**src/design/lot_pkg.sv**
```systemverilog
// Shared types and constants for the lease ownership table.
// Used by lot_ctrl, lot_dp, the top level and the port checker; no dependencies.
`timescale 1ns / 1ps
package lot_pkg;

  localparam int TABLE_ENTRIES_DEF = 16;
  localparam int MAX_RESULTS       = 16;
  localparam int CNT_W             = $clog2(MAX_RESULTS + 1);

  localparam int MODE_W     = 3;
  localparam int STATUS_W   = 2;
  localparam int KEY_W      = 16;
  localparam int OWNER_W    = 16;
  localparam int TICK_W     = 32;
  localparam int IN_DATA_W  = 104;
  localparam int OUT_DATA_W = 40;

  localparam logic [MODE_W-1:0] MODE_CLAIM   = 3'd0;
  localparam logic [MODE_W-1:0] MODE_RELEASE = 3'd1;
  localparam logic [MODE_W-1:0] MODE_CHECK   = 3'd2;
  localparam logic [MODE_W-1:0] MODE_LIST    = 3'd3;
  localparam logic [MODE_W-1:0] MODE_CLEAR   = 3'd4;

  localparam logic [STATUS_W-1:0] STATUS_OK      = 2'd0;
  localparam logic [STATUS_W-1:0] STATUS_REFUSED = 2'd1;
  localparam logic [STATUS_W-1:0] STATUS_FULL    = 2'd2;

  typedef enum logic [1:0] {
    ST_IDLE,
    ST_READ,
    ST_EVAL,
    ST_FINAL
  } state_t;

  // controller -> datapath
  typedef struct packed {
    logic load;
    logic rd;
    logic eval;
    logic fin;
  } lot_cmd_t;

  // datapath -> controller
  typedef struct packed {
    logic walk;
    logic last_idx;
    logic push_needed;
    logic out_free;
  } lot_sts_t;

endpackage

```
**src/design/lot_ctrl.sv**
```systemverilog
// Controller state machine of the lease ownership table.
// Sequences the slot walk and the final update; depends on lot_pkg.
`timescale 1ns / 1ps
module lot_ctrl (
  input  logic              clk,
  input  logic              rst_n,
  input  logic              in_tvalid,
  output logic              in_tready,
  input  lot_pkg::lot_sts_t sts,
  output lot_pkg::lot_cmd_t cmd
);

  lot_pkg::state_t state_r, state_nxt;

  always_ff @(posedge clk) begin
    if (!rst_n) begin
      state_r <= lot_pkg::ST_IDLE;
    end else begin
      state_r <= state_nxt;
    end
  end

  always_comb begin
    state_nxt = state_r;
    unique case (state_r)
      lot_pkg::ST_IDLE: begin
        if (in_tvalid) begin
          state_nxt = sts.walk ? lot_pkg::ST_READ : lot_pkg::ST_FINAL;
        end
      end
      lot_pkg::ST_READ: begin
        state_nxt = lot_pkg::ST_EVAL;
      end
      lot_pkg::ST_EVAL: begin
        // hold while a listed word waits for room in the output register
        if (!sts.push_needed || sts.out_free) begin
          state_nxt = sts.last_idx ? lot_pkg::ST_FINAL : lot_pkg::ST_READ;
        end
      end
      lot_pkg::ST_FINAL: begin
        if (sts.out_free) begin
          state_nxt = lot_pkg::ST_IDLE;
        end
      end
      default: state_nxt = lot_pkg::ST_IDLE;
    endcase
  end

  always_comb begin
    in_tready = 1'b0;
    cmd       = '0;
    unique case (state_r)
      lot_pkg::ST_IDLE: begin
        // take no word while reset is held
        in_tready = rst_n;
        cmd.load  = in_tvalid && rst_n;
      end
      lot_pkg::ST_READ: begin
        cmd.rd = 1'b1;
      end
      lot_pkg::ST_EVAL: begin
        cmd.eval = !sts.push_needed || sts.out_free;
      end
      lot_pkg::ST_FINAL: begin
        cmd.fin = sts.out_free;
      end
      default: begin
        in_tready = 1'b0;
      end
    endcase
  end

endmodule

```
**src/design/lot_dp.sv**
```systemverilog
// Datapath of the lease ownership table: slot memory, used bits, walk trackers
// and the output register. Driven by lot_ctrl; depends on lot_pkg.
`timescale 1ns / 1ps
module lot_dp #(
  parameter int TABLE_ENTRIES = lot_pkg::TABLE_ENTRIES_DEF
) (
  input  logic                            clk,
  input  logic                            rst_n,
  input  logic [lot_pkg::IN_DATA_W-1:0]   in_tdata,
  input  logic [lot_pkg::MODE_W-1:0]      in_tuser,
  input  lot_pkg::lot_cmd_t               cmd,
  output lot_pkg::lot_sts_t               sts,
  output logic                            out_tvalid,
  input  logic                            out_tready,
  output logic [lot_pkg::OUT_DATA_W-1:0]  out_tdata,
  output logic                            out_tuser,
  output logic                            out_tlast
);

  localparam int IDX_W = $clog2(TABLE_ENTRIES);
  localparam logic [IDX_W-1:0] IDX_LAST = IDX_W'(TABLE_ENTRIES - 1);
  localparam logic [lot_pkg::CNT_W-1:0] CNT_MAX = lot_pkg::CNT_W'(lot_pkg::MAX_RESULTS);

  // request
  logic [lot_pkg::MODE_W-1:0]  mode_r;
  logic [lot_pkg::KEY_W-1:0]   key_r;
  logic [lot_pkg::OWNER_W-1:0] src_r;
  logic [lot_pkg::TICK_W-1:0]  lease_r;
  logic                        force_r;
  logic [lot_pkg::TICK_W-1:0]  now_r;

  // slot memory and read register
  logic [lot_pkg::KEY_W-1:0]   mem_key   [TABLE_ENTRIES];
  logic [lot_pkg::OWNER_W-1:0] mem_owner [TABLE_ENTRIES];
  logic [lot_pkg::TICK_W-1:0]  mem_lease [TABLE_ENTRIES];
  logic [lot_pkg::TICK_W-1:0]  mem_last  [TABLE_ENTRIES];
  logic [lot_pkg::KEY_W-1:0]   rd_key_r;
  logic [lot_pkg::OWNER_W-1:0] rd_owner_r;
  logic [lot_pkg::TICK_W-1:0]  rd_lease_r;
  logic [lot_pkg::TICK_W-1:0]  rd_last_r;

  logic [TABLE_ENTRIES-1:0] valid_r, valid_nxt;
  logic [IDX_W-1:0]         idx_r;

  // walk trackers
  logic                        match_r;
  logic [IDX_W-1:0]            match_idx_r;
  logic                        match_lapsed_r;
  logic [lot_pkg::OWNER_W-1:0] match_owner_r;
  logic                        free_r;
  logic [IDX_W-1:0]            free_idx_r;
  logic                        pend_r;
  logic [lot_pkg::OWNER_W-1:0] pend_owner_r;
  logic [lot_pkg::KEY_W-1:0]   pend_key_r;
  logic [lot_pkg::CNT_W-1:0]   cnt_r;

  // output register
  logic                          out_valid_r;
  logic [lot_pkg::STATUS_W-1:0]  o_status_r;
  logic                          o_known_r;
  logic [lot_pkg::OWNER_W-1:0]   o_owner_r;
  logic [lot_pkg::KEY_W-1:0]     o_key_r;
  logic                          o_entry_r;
  logic                          o_last_r;

  logic                        used, lapsed, hit, list_take, push;
  logic [lot_pkg::TICK_W-1:0]  age;

  // final decision
  logic [lot_pkg::STATUS_W-1:0] f_status;
  logic                         f_known;
  logic [lot_pkg::OWNER_W-1:0]  f_owner;
  logic [lot_pkg::KEY_W-1:0]    f_key;
  logic                         f_entry;
  logic                         f_wr, f_touch, f_clr_one, f_set_one, f_clr_all;
  logic [IDX_W-1:0]             f_idx;

  always_ff @(posedge clk) begin
    if (cmd.load) begin
      mode_r  <= in_tuser;
      key_r   <= in_tdata[15:0];
      src_r   <= in_tdata[31:16];
      lease_r <= in_tdata[63:32];
      force_r <= in_tdata[64];
      now_r   <= in_tdata[96:65];
    end
  end

  // slot under evaluation
  always_comb begin
    used      = valid_r[idx_r];
    age       = now_r - rd_last_r;
    lapsed    = (rd_lease_r != '0) && (age > rd_lease_r);
    hit       = used && (rd_key_r == key_r);
    list_take = (mode_r == lot_pkg::MODE_LIST) && used && !lapsed && (cnt_r < CNT_MAX);
  end

  assign sts.walk        = (in_tuser <= lot_pkg::MODE_LIST);
  assign sts.last_idx    = (idx_r == IDX_LAST);
  assign sts.push_needed = list_take && pend_r;
  assign sts.out_free    = !out_valid_r || out_tready;

  assign push = (cmd.eval && sts.push_needed) || cmd.fin;

  always_ff @(posedge clk) begin
    if (!rst_n) begin
      idx_r   <= '0;
      match_r <= 1'b0;
      free_r  <= 1'b0;
      pend_r  <= 1'b0;
      cnt_r   <= '0;
    end else if (cmd.load) begin
      idx_r   <= '0;
      match_r <= 1'b0;
      free_r  <= 1'b0;
      pend_r  <= 1'b0;
      cnt_r   <= '0;
    end else if (cmd.eval) begin
      if (!sts.last_idx) begin
        idx_r <= idx_r + 1'b1;
      end
      if (hit && !match_r) begin
        match_r <= 1'b1;
      end
      if ((!used || lapsed) && !free_r) begin
        free_r <= 1'b1;
      end
      if (list_take) begin
        pend_r <= 1'b1;
        cnt_r  <= cnt_r + 1'b1;
      end
    end
  end

  always_ff @(posedge clk) begin
    if (cmd.eval) begin
      if (hit && !match_r) begin
        match_idx_r    <= idx_r;
        match_lapsed_r <= lapsed;
        match_owner_r  <= rd_owner_r;
      end
      if ((!used || lapsed) && !free_r) begin
        free_idx_r <= idx_r;
      end
      if (list_take) begin
        pend_owner_r <= rd_owner_r;
        pend_key_r   <= rd_key_r;
      end
    end
  end

  always_comb begin
    f_status  = lot_pkg::STATUS_REFUSED;
    f_known   = 1'b0;
    f_owner   = '0;
    f_key     = '0;
    f_entry   = 1'b0;
    f_wr      = 1'b0;
    f_touch   = 1'b0;
    f_clr_one = 1'b0;
    f_set_one = 1'b0;
    f_clr_all = 1'b0;
    f_idx     = match_idx_r;
    unique case (mode_r)
      lot_pkg::MODE_CLAIM: begin
        if (match_r && !match_lapsed_r && !force_r && (match_owner_r != src_r)) begin
          f_known = 1'b1;
          f_owner = match_owner_r;
        end else if (match_r || free_r) begin
          f_idx     = match_r ? match_idx_r : free_idx_r;
          f_wr      = 1'b1;
          f_set_one = 1'b1;
          f_status  = lot_pkg::STATUS_OK;
          f_known   = 1'b1;
          f_owner   = src_r;
        end else begin
          f_status = lot_pkg::STATUS_FULL;
        end
      end
      lot_pkg::MODE_RELEASE, lot_pkg::MODE_CHECK: begin
        if (!match_r || match_lapsed_r) begin
          // drop an expired lease on the way
          f_clr_one = match_r;
        end else if (match_owner_r != src_r) begin
          f_known = 1'b1;
          f_owner = match_owner_r;
        end else if (mode_r == lot_pkg::MODE_RELEASE) begin
          f_clr_one = 1'b1;
          f_status  = lot_pkg::STATUS_OK;
        end else begin
          f_touch  = 1'b1;
          f_status = lot_pkg::STATUS_OK;
          f_known  = 1'b1;
          f_owner  = src_r;
        end
      end
      lot_pkg::MODE_LIST: begin
        f_status = lot_pkg::STATUS_OK;
        if (pend_r) begin
          f_known = 1'b1;
          f_owner = pend_owner_r;
          f_key   = pend_key_r;
          f_entry = 1'b1;
        end
      end
      lot_pkg::MODE_CLEAR: begin
        f_status  = lot_pkg::STATUS_OK;
        f_clr_all = 1'b1;
      end
      default: begin
        f_status = lot_pkg::STATUS_REFUSED;
      end
    endcase
  end

  always_comb begin
    valid_nxt = valid_r;
    if (cmd.eval && (mode_r == lot_pkg::MODE_LIST) && used && lapsed) begin
      valid_nxt[idx_r] = 1'b0;
    end
    if (cmd.fin) begin
      if (f_clr_all) begin
        valid_nxt = '0;
      end
      if (f_clr_one) begin
        valid_nxt[f_idx] = 1'b0;
      end
      if (f_set_one) begin
        valid_nxt[f_idx] = 1'b1;
      end
    end
  end

  always_ff @(posedge clk) begin
    if (!rst_n) begin
      valid_r <= '0;
    end else begin
      valid_r <= valid_nxt;
    end
  end

  always_ff @(posedge clk) begin
    if (cmd.fin && f_wr) begin
      mem_key[f_idx]   <= key_r;
      mem_owner[f_idx] <= src_r;
      mem_lease[f_idx] <= lease_r;
    end
    if (cmd.fin && (f_wr || f_touch)) begin
      mem_last[f_idx] <= now_r;
    end
    if (cmd.rd) begin
      rd_key_r   <= mem_key[idx_r];
      rd_owner_r <= mem_owner[idx_r];
      rd_lease_r <= mem_lease[idx_r];
      rd_last_r  <= mem_last[idx_r];
    end
  end

  always_ff @(posedge clk) begin
    if (!rst_n) begin
      out_valid_r <= 1'b0;
    end else if (push) begin
      out_valid_r <= 1'b1;
    end else if (out_tready) begin
      out_valid_r <= 1'b0;
    end
  end

  always_ff @(posedge clk) begin
    if (push) begin
      if (cmd.fin) begin
        o_status_r <= f_status;
        o_known_r  <= f_known;
        o_owner_r  <= f_owner;
        o_key_r    <= f_key;
        o_entry_r  <= f_entry;
        o_last_r   <= 1'b1;
      end else begin
        // a later live lease was found: the held one is not the last word
        o_status_r <= lot_pkg::STATUS_OK;
        o_known_r  <= 1'b1;
        o_owner_r  <= pend_owner_r;
        o_key_r    <= pend_key_r;
        o_entry_r  <= 1'b1;
        o_last_r   <= 1'b0;
      end
    end
  end

  assign out_tvalid = out_valid_r;
  assign out_tdata  = {5'b0, o_key_r, o_owner_r, o_known_r, o_status_r};
  assign out_tuser  = o_entry_r;
  assign out_tlast  = o_last_r;

endmodule

```
**src/design/lease_ownership_table.sv**
```systemverilog
// Lease ownership table: a keyed table of owner leases with expiry by tick count.
// Top level; joins lot_ctrl and lot_dp, depends on lot_pkg.
//
// Input channel in_*: one request word per handshake, mode in in_tuser.
// Result channel out_*: one or more words per request, out_tlast on the final one.
// Claim, release, check and list requests walk the slot memory one slot at a time;
// each slot passes a read state and an evaluate state, as the memory has a single
// registered read port. Clear and unknown modes skip the walk and go straight to
// the final update. One request is in flight at a time: in_tready rises again in
// the cycle after the final word is loaded, so no new request is taken until the
// previous one has loaded its final word.
// A list request emits one word per live lease, up to 16, in slot order, and
// prunes expired leases as it goes; with none live it emits a single empty word.
// Results sit in an output register; while the receiver stalls, a list walk holds
// at the next live lease and the final update waits for room in the register.
// Reset marks every slot unused and empties the output register; slot contents
// are not cleared.
`timescale 1ns / 1ps
module lease_ownership_table #(
  parameter int TABLE_ENTRIES = lot_pkg::TABLE_ENTRIES_DEF
) (
  input  logic                           clk,
  input  logic                           rst_n,
  input  logic                           in_tvalid,
  output logic                           in_tready,
  // key[15:0], source_id[31:16], lease_ticks[63:32], force_req[64], now[96:65]
  input  logic [lot_pkg::IN_DATA_W-1:0]  in_tdata,
  // mode[2:0]
  input  logic [lot_pkg::MODE_W-1:0]     in_tuser,
  output logic                           out_tvalid,
  input  logic                           out_tready,
  // status[1:0], owner_known[2], current_owner[18:3], entry_key[34:19]
  output logic [lot_pkg::OUT_DATA_W-1:0] out_tdata,
  // entry_valid[0]
  output logic                           out_tuser,
  output logic                           out_tlast
);

  lot_pkg::lot_cmd_t cmd;
  lot_pkg::lot_sts_t sts;

  lot_ctrl u_ctrl (
    .clk       (clk),
    .rst_n     (rst_n),
    .in_tvalid (in_tvalid),
    .in_tready (in_tready),
    .sts       (sts),
    .cmd       (cmd)
  );

  lot_dp #(
    .TABLE_ENTRIES (TABLE_ENTRIES)
  ) u_dp (
    .clk        (clk),
    .rst_n      (rst_n),
    .in_tdata   (in_tdata),
    .in_tuser   (in_tuser),
    .cmd        (cmd),
    .sts        (sts),
    .out_tvalid (out_tvalid),
    .out_tready (out_tready),
    .out_tdata  (out_tdata),
    .out_tuser  (out_tuser),
    .out_tlast  (out_tlast)
  );

endmodule

```
**config.mk**
```make
export PLATFORM = sky130hd
export DESIGN_NAME = lease_ownership_table
export DESIGN_NICKNAME = d
export VERILOG_FILES = /design/src/design/lot_pkg.sv /design/src/design/lot_ctrl.sv /design/src/design/lot_dp.sv /design/src/design/lease_ownership_table.sv
export SDC_FILE = /design/constraint.sdc
export NUM_CORES = 2
export LEC_CHECK = 0
export BUFFER_PORTS_ARGS = -buffer_cell sky130_fd_sc_hd__clkbuf_2
export CAP_MARGIN = 20
export CORE_ASPECT_RATIO = 1.25
export CORE_UTILIZATION = 50
export DETAILED_ROUTE_END_ITERATION = 10
export HOLD_SLACK_MARGIN = 0.02
export PLACE_DENSITY_LB_ADDON = 0.05
export SLEW_MARGIN = 20
export SYNTH_ARGS = -nofsm -noshare
export SYNTH_HDL_FRONTEND = slang
export SYNTH_HIERARCHICAL = 1
export SYNTH_SLANG_ARGS = --single-unit
```
**constraint.sdc**
```tcl
create_clock -name clk -period 12.9 [get_ports clk]
set_input_delay 2.58 -clock clk [delete_from_list [all_inputs] [get_ports clk]]
set_output_delay 2.58 -clock clk [all_outputs]
set_load 0.02 [all_outputs]
```
# After elaboration in Yosys (flattened, before gate mapping)
# Memories as Yosys holds them, arrays and structs flattened. A register that Yosys moved wholly into a read port is not among the register bits.
# Cells that the tools add are included.
# word_totals
ff_bits	225
ram_bits	1536
input_bits	111
out_inout_bits	44
n_memories	4
# memory_table
name	words	word_bits	read_ports	rd_ports_with_merged_regs	write_ports	line	source
u_dp.mem_last	16	32	1	1	1	lot_dp.sv:36	logic [lot_pkg::TICK_W-1:0] mem_last [TABLE_ENTRIES];
u_dp.mem_lease	16	32	1	1	1	lot_dp.sv:35	logic [lot_pkg::TICK_W-1:0] mem_lease [TABLE_ENTRIES];
u_dp.mem_key	16	16	1	1	1	lot_dp.sv:33	logic [lot_pkg::KEY_W-1:0] mem_key [TABLE_ENTRIES];
u_dp.mem_owner	16	16	1	1	1	lot_dp.sv:34	logic [lot_pkg::OWNER_W-1:0] mem_owner [TABLE_ENTRIES];
# op_classes
addsub	3
n_lt_le_gt_ge	7
n_eq_ne	13
n_mux	69
bitwise_logic	7
n_reduce_logical	47
# ops
cell	count
$mux W16	17
$pmux W16 S3	1
$mux W1	33
$and A16 B16 Y16	2
$gt A32 B32 Y1	1
$not A16 Y16	2
$reduce_bool A32 Y1	1
$sub A32 B32 Y32	1
$logic_and A1 B1 Y1	20
$eq A16 B16 Y1	1
$mux W2	8
$mux W4	4
$ne A16 B16 Y1	1
$or A16 B16 Y16	1
$lt A4 B5 Y1 const B	2
$demux W1 S4	2
$ge A4 B1 Y1 const B	2
$logic_not A1 Y1	8
$pmux W2 S4	1
$reduce_and A2 Y1	4
$logic_or A1 B1 Y1	7
$eq A3 B2 Y1 const B	2
$pmux W2 S3	1
$reduce_or A2 Y1	3
other kinds (18)	21

# Longest topological paths before layout
# depth
ltp_word	22
ltp_mapped	29
mapped_depth_nobuf	27

# By module
# The synthesis kept the hierarchy.
# by_module_without_submodules
mod	n_inst	cells_each	area_each_um2	seq_area_each_um2
lot_dp	1	3146	71398.5	55413.1
lot_ctrl	1	19	141.4	40.0

# Worst setup path before layout
# Ideal clock, no wire load.
# synth_path
kind	reg-to-reg
start	register u_dp/now_r[20] (netlist name)
end	register u_dp.match_idx_r[0] (enable)
t_arrival_ps	7368
slack_ps	5076
stages_incl_launch_ff	22
synth_period_minus_slack_ps	7824
cell_sequence	edfxtp_1 -> ha_1 -> a21o_1 -> a211o_1 -> or4_4 -> o21bai_4 -> o21ai_1 -> or4_1 -> nand3_1 -> ha_1 -> nand4_1 -> or2_1 -> or3_1 -> a211o_1 -> a31o_2 -> and2_4 -> buf_2 -> and3_1 -> nor2b_1 -> nor3b_1 -> nand2_2 -> nor4_1
# synth_lines
element	line	source
start: declaration	lot_dp.sv:30	logic [lot_pkg::TICK_W-1:0] now_r;
start signal: assignment	lot_dp.sv:85	now_r <= in_tdata[96:65];
end signal: assignment	lot_dp.sv:138	match_idx_r <= idx_r;
end: declaration	lot_dp.sv:47	logic [IDX_W-1:0] match_idx_r;

==> impl_metrics.toml <==
[synth]
synth_common_cells = "edfxtp_1 (1,826), mux4_2 (485), inv_1 (82)"
yosysSeqAreaShare_pct = 77.5
syn_area_per_cell_sq_um = 22.6
synth-edff-count = 1826
synth_top_area_share_pct = 76.6
yosys_warnings = 6
ys_ff_latch = 1857
synth.distinct_cells = 65
synthArstFlopShare_pct = 0
yosysTopAreaCell = "edfxtp_1"
syn_inst = 3165
ys_top_cells_by_area = "edfxtp_1 (77%), mux4_2 (15%), ha_1 (1.2%), dfxtp_1 (0.87%), inv_1 (0.43%)"
syn-cell-area_sq_um = 71500
yosysMostFrequentCell = "edfxtp_1"
synth_ff_type = "edfxtp_1"

[finish]
drive_above_1_share_pct = 28.3
fillers = 10400
final_cell_area_sq_um = 80700
fin_util_pct = 57.1
syn2layout_area_growth_pct = 12.9
fin_nets = 3609

[clock_network]
numCtsBuffers = 179
clock_latency_ps = 810
path_clk_slew_ps = 60
htree_levels = 4
clock-sinks = 1857
clockBufferDepth = 3
cts_resized = 0
cts_tree = "built"
post-cts-setup-buffer-count = 0
root_buffer = "clkbuf_16"
cts_hold_buf = 0

[critical_path]
worstPathRequired_ps = 13600
crit_path_end = "u_dp/cnt_r[2]"
crit_family = "simple AND/OR/NAND/NOR gates"
r2r-end = "u_dp/cnt_r[2]"
critical_path_depth = 29
crit_fanout = 38
r2r_start = "u_dp/now_r[0]"
path_buf_inv = 4
critical_path_class = "reg -> reg"
worstSetupEndpointType = "flop"
arrival_ps = 8970
rrSetupSlack_ps = 4630
max_stage_delay_ps = 650
r2r_cells = 29
startpoint_type = "flop"
crit_start = "u_dp/now_r[0]"
slowest_stage = "edfxtp_1"

[power_and_ir_drop]
p_leak_nw = 25.1
p_per_area_nw_per_um2 = 155
ir_worst_vdd_v = 0.000150
power_mw = 12.5

[routing]
route.detailed.drc = 0
wl_per_cell_um = 31.2
ant_nets = 0
dr.pass1.iters = 5
finalWirelength_um = 170000
drt_iter0_drc = 3125
vias_per_cell = 6.08
vias = 33200

[sta]
relSlewSlack_pct = 27.1
worst_slack_ps = 4630
period_needed_ps = 8270
grt_setup_unrepaired = "no"
fin_setup_tns_ps = 0
finalMaxSlewViolations = 0
finalHoldViolations = 0
clock_skew_ps = 26.0
finalSetupViolations = 0
fmax_ghz = 0.121
worstMarginPinSlew_ps = 1090
finalCritPeriodShare_pct = 64.1

[global_route]
grt_max_degree = 144
grt_usage_pct = 24.0
busiest_layer = "met2"
globalRouteOverflowTotal = 0
grt_pass1_wl_um = 246000
first_global_vias = 35400
use_met2_pct = 41.1
grtUsageMet3_pct = 3.72
antenna_found_initial = 12
grt_util_met1_pct = 31.9

[floorplan]
core_area_sq_um = 141000
start_util_pct = 50.6
die-area_sq_um = 145000
boundaryPins = 155
std_cell_rows = 154
fp.dieW_um = 340
die_h_um = 425

[placed_design]
pre_cts_slack_ps = 4610
placed_cell_area_sq_um = 74900
place_hpwl_um = 91700
gp_congestion = 0.845
port_buffers = 142

[status]
status = "finished clean"

[flow_run]
drv_cap = 0

[hold_path]
hp-class = "reg -> reg"
[registers in the layout, summed over array words and instances, names as in the netlist, 16 cells and up]
name and cells:
u_dp/match_owner_r 16, u_dp/o_key_r 16, u_dp/mem_key 256, u_dp/key_r 16, u_dp/now_r 32, u_dp/lease_r 32
u_dp/rd_key_r 16, u_dp/rd_last_r 32, u_dp/mem_lease 512, u_dp/o_owner_r 16, u_dp/pend_key_r 16, u_dp/rd_lease_r 32
u_dp/pend_owner_r 16, u_dp/src_r 16, u_dp/rd_owner_r 16, u_dp/mem_owner 256, u_dp/valid_r 16, u_dp/mem_last 512
[routing by layer]
layer / up-vias / share of wire (%) / wire length, um
met5: - / 0.018 / 31
met1: 18000 / 40 / 68200
met4: 4 / 2.7 / 4680
met3: 274 / 5.4 / 9210
met2: 1012 / 52 / 88000
li1: 13900 / - / -
[cells in the final DEF (no fill, tap or decap), types with 11 or more instances in the layout]
cell	synthesis	layout
a21o_1	23	23
a21oi_1	42	42
a22o_1	32	32
and2_1	18	18
and3_1	13	11
buf_4	6	73
bufinv_16	0	18
clkbuf_1	80	32
clkbuf_16	0	183
clkbuf_2	0	142
clkinv_1	0	47
clkinv_2	0	32
dfxtp_1	31	27
edfxtp_1	1826	1826
ha_1	68	68
inv_1	82	81
mux4_2	485	485
nand2_1	34	33
nand3_1	24	23
nand4_1	26	26
nor2_1	68	36
nor2_4	0	32
nor2b_1	14	12
nor3_1	20	19
nor4_1	16	15
o211ai_1	17	17
o21ai_0	15	15
o22ai_1	17	17
xnor2_1	35	35
xor2_1	28	28
[cell families (layout without fill, tap and decap cells)]
group | count (synthesis) | count (layout) | share of synthesized area (%)
compound gates | 194 | 194 | 1.90
xor+xnor | 63 | 63 | 0.771
fa+ha+maj | 69 | 69 | 1.22
buf+inv | 223 | 633 | 1.27
flops | 1857 | 1857 | 77.5
mux | 492 | 492 | 15.4
other cells | 1 | 7 | 0.00524
simple gates | 266 | 266 | 1.95
[worst register-to-register path: cells and delay by family, from the launching register on]
family / cells / cell delay [ps]
xor gates and xnor gates: 1 / 130
AOI/OAI and AO/OA: 8 / 2100
and+or+nand+nor: 13 / 3600
buffers and inverters: 4 / 950
adders and majority gates: 3 / 750
DFF: 1 / 650
[power by group]
part | total (mW) | internal, mW | switching [mW]
registers | 6.74 | 6.66 | 0.0844
clock network | 5.17 | 2.96 | 2.21
logic | 0.559 | 0.268 | 0.291
total | 12.5 | 9.89 | 2.59
[final cells by class]
| type | instances | area, sq um | share of cell area (%) |
|---|---|---|---|
| sequential | 1857 | 55500 | 68.7 |
| tap | 1872 | 2340 | 2.90 |
| antenna | 2 | 5.00 | 0.00620 |
| timing repair buffer | 219 | 1350 | 1.68 |
| inverter | 83 | 313 | 0.387 |
| clock buffer | 215 | 4700 | 5.82 |
| multi-input combinational | 1089 | 15500 | 19.2 |
| clock inverter | 116 | 1090 | 1.35 |
[stage by stage]
step                      hold slack (ps)  instances
after floorplan                       421       3169
after global placement                430       5118
after detailed placement              433       5118
after CTS                             446       5449
after global routing                  460       5451
final                                 446       5453
[how the worst min path moves through the flow]
stage                                         to           startpoint  cells after the start  slack (ps)
after global placement    u_dp/match_owner_r[11]  u_dp/rd_owner_r[11]                      0         430
after CTS                  u_dp/pend_owner_r[11]  u_dp/rd_owner_r[11]                      0         450
after detailed placement  u_dp/match_owner_r[11]  u_dp/rd_owner_r[11]                      0         430
after global routing       u_dp/pend_owner_r[14]  u_dp/rd_owner_r[14]                      0         460
final                      u_dp/pend_owner_r[14]  u_dp/rd_owner_r[14]                      0         450
after floorplan            u_dp/match_owner_r[0]   u_dp/rd_owner_r[0]                      0         420
Note: power is estimated with default switching activity, not from simulation.
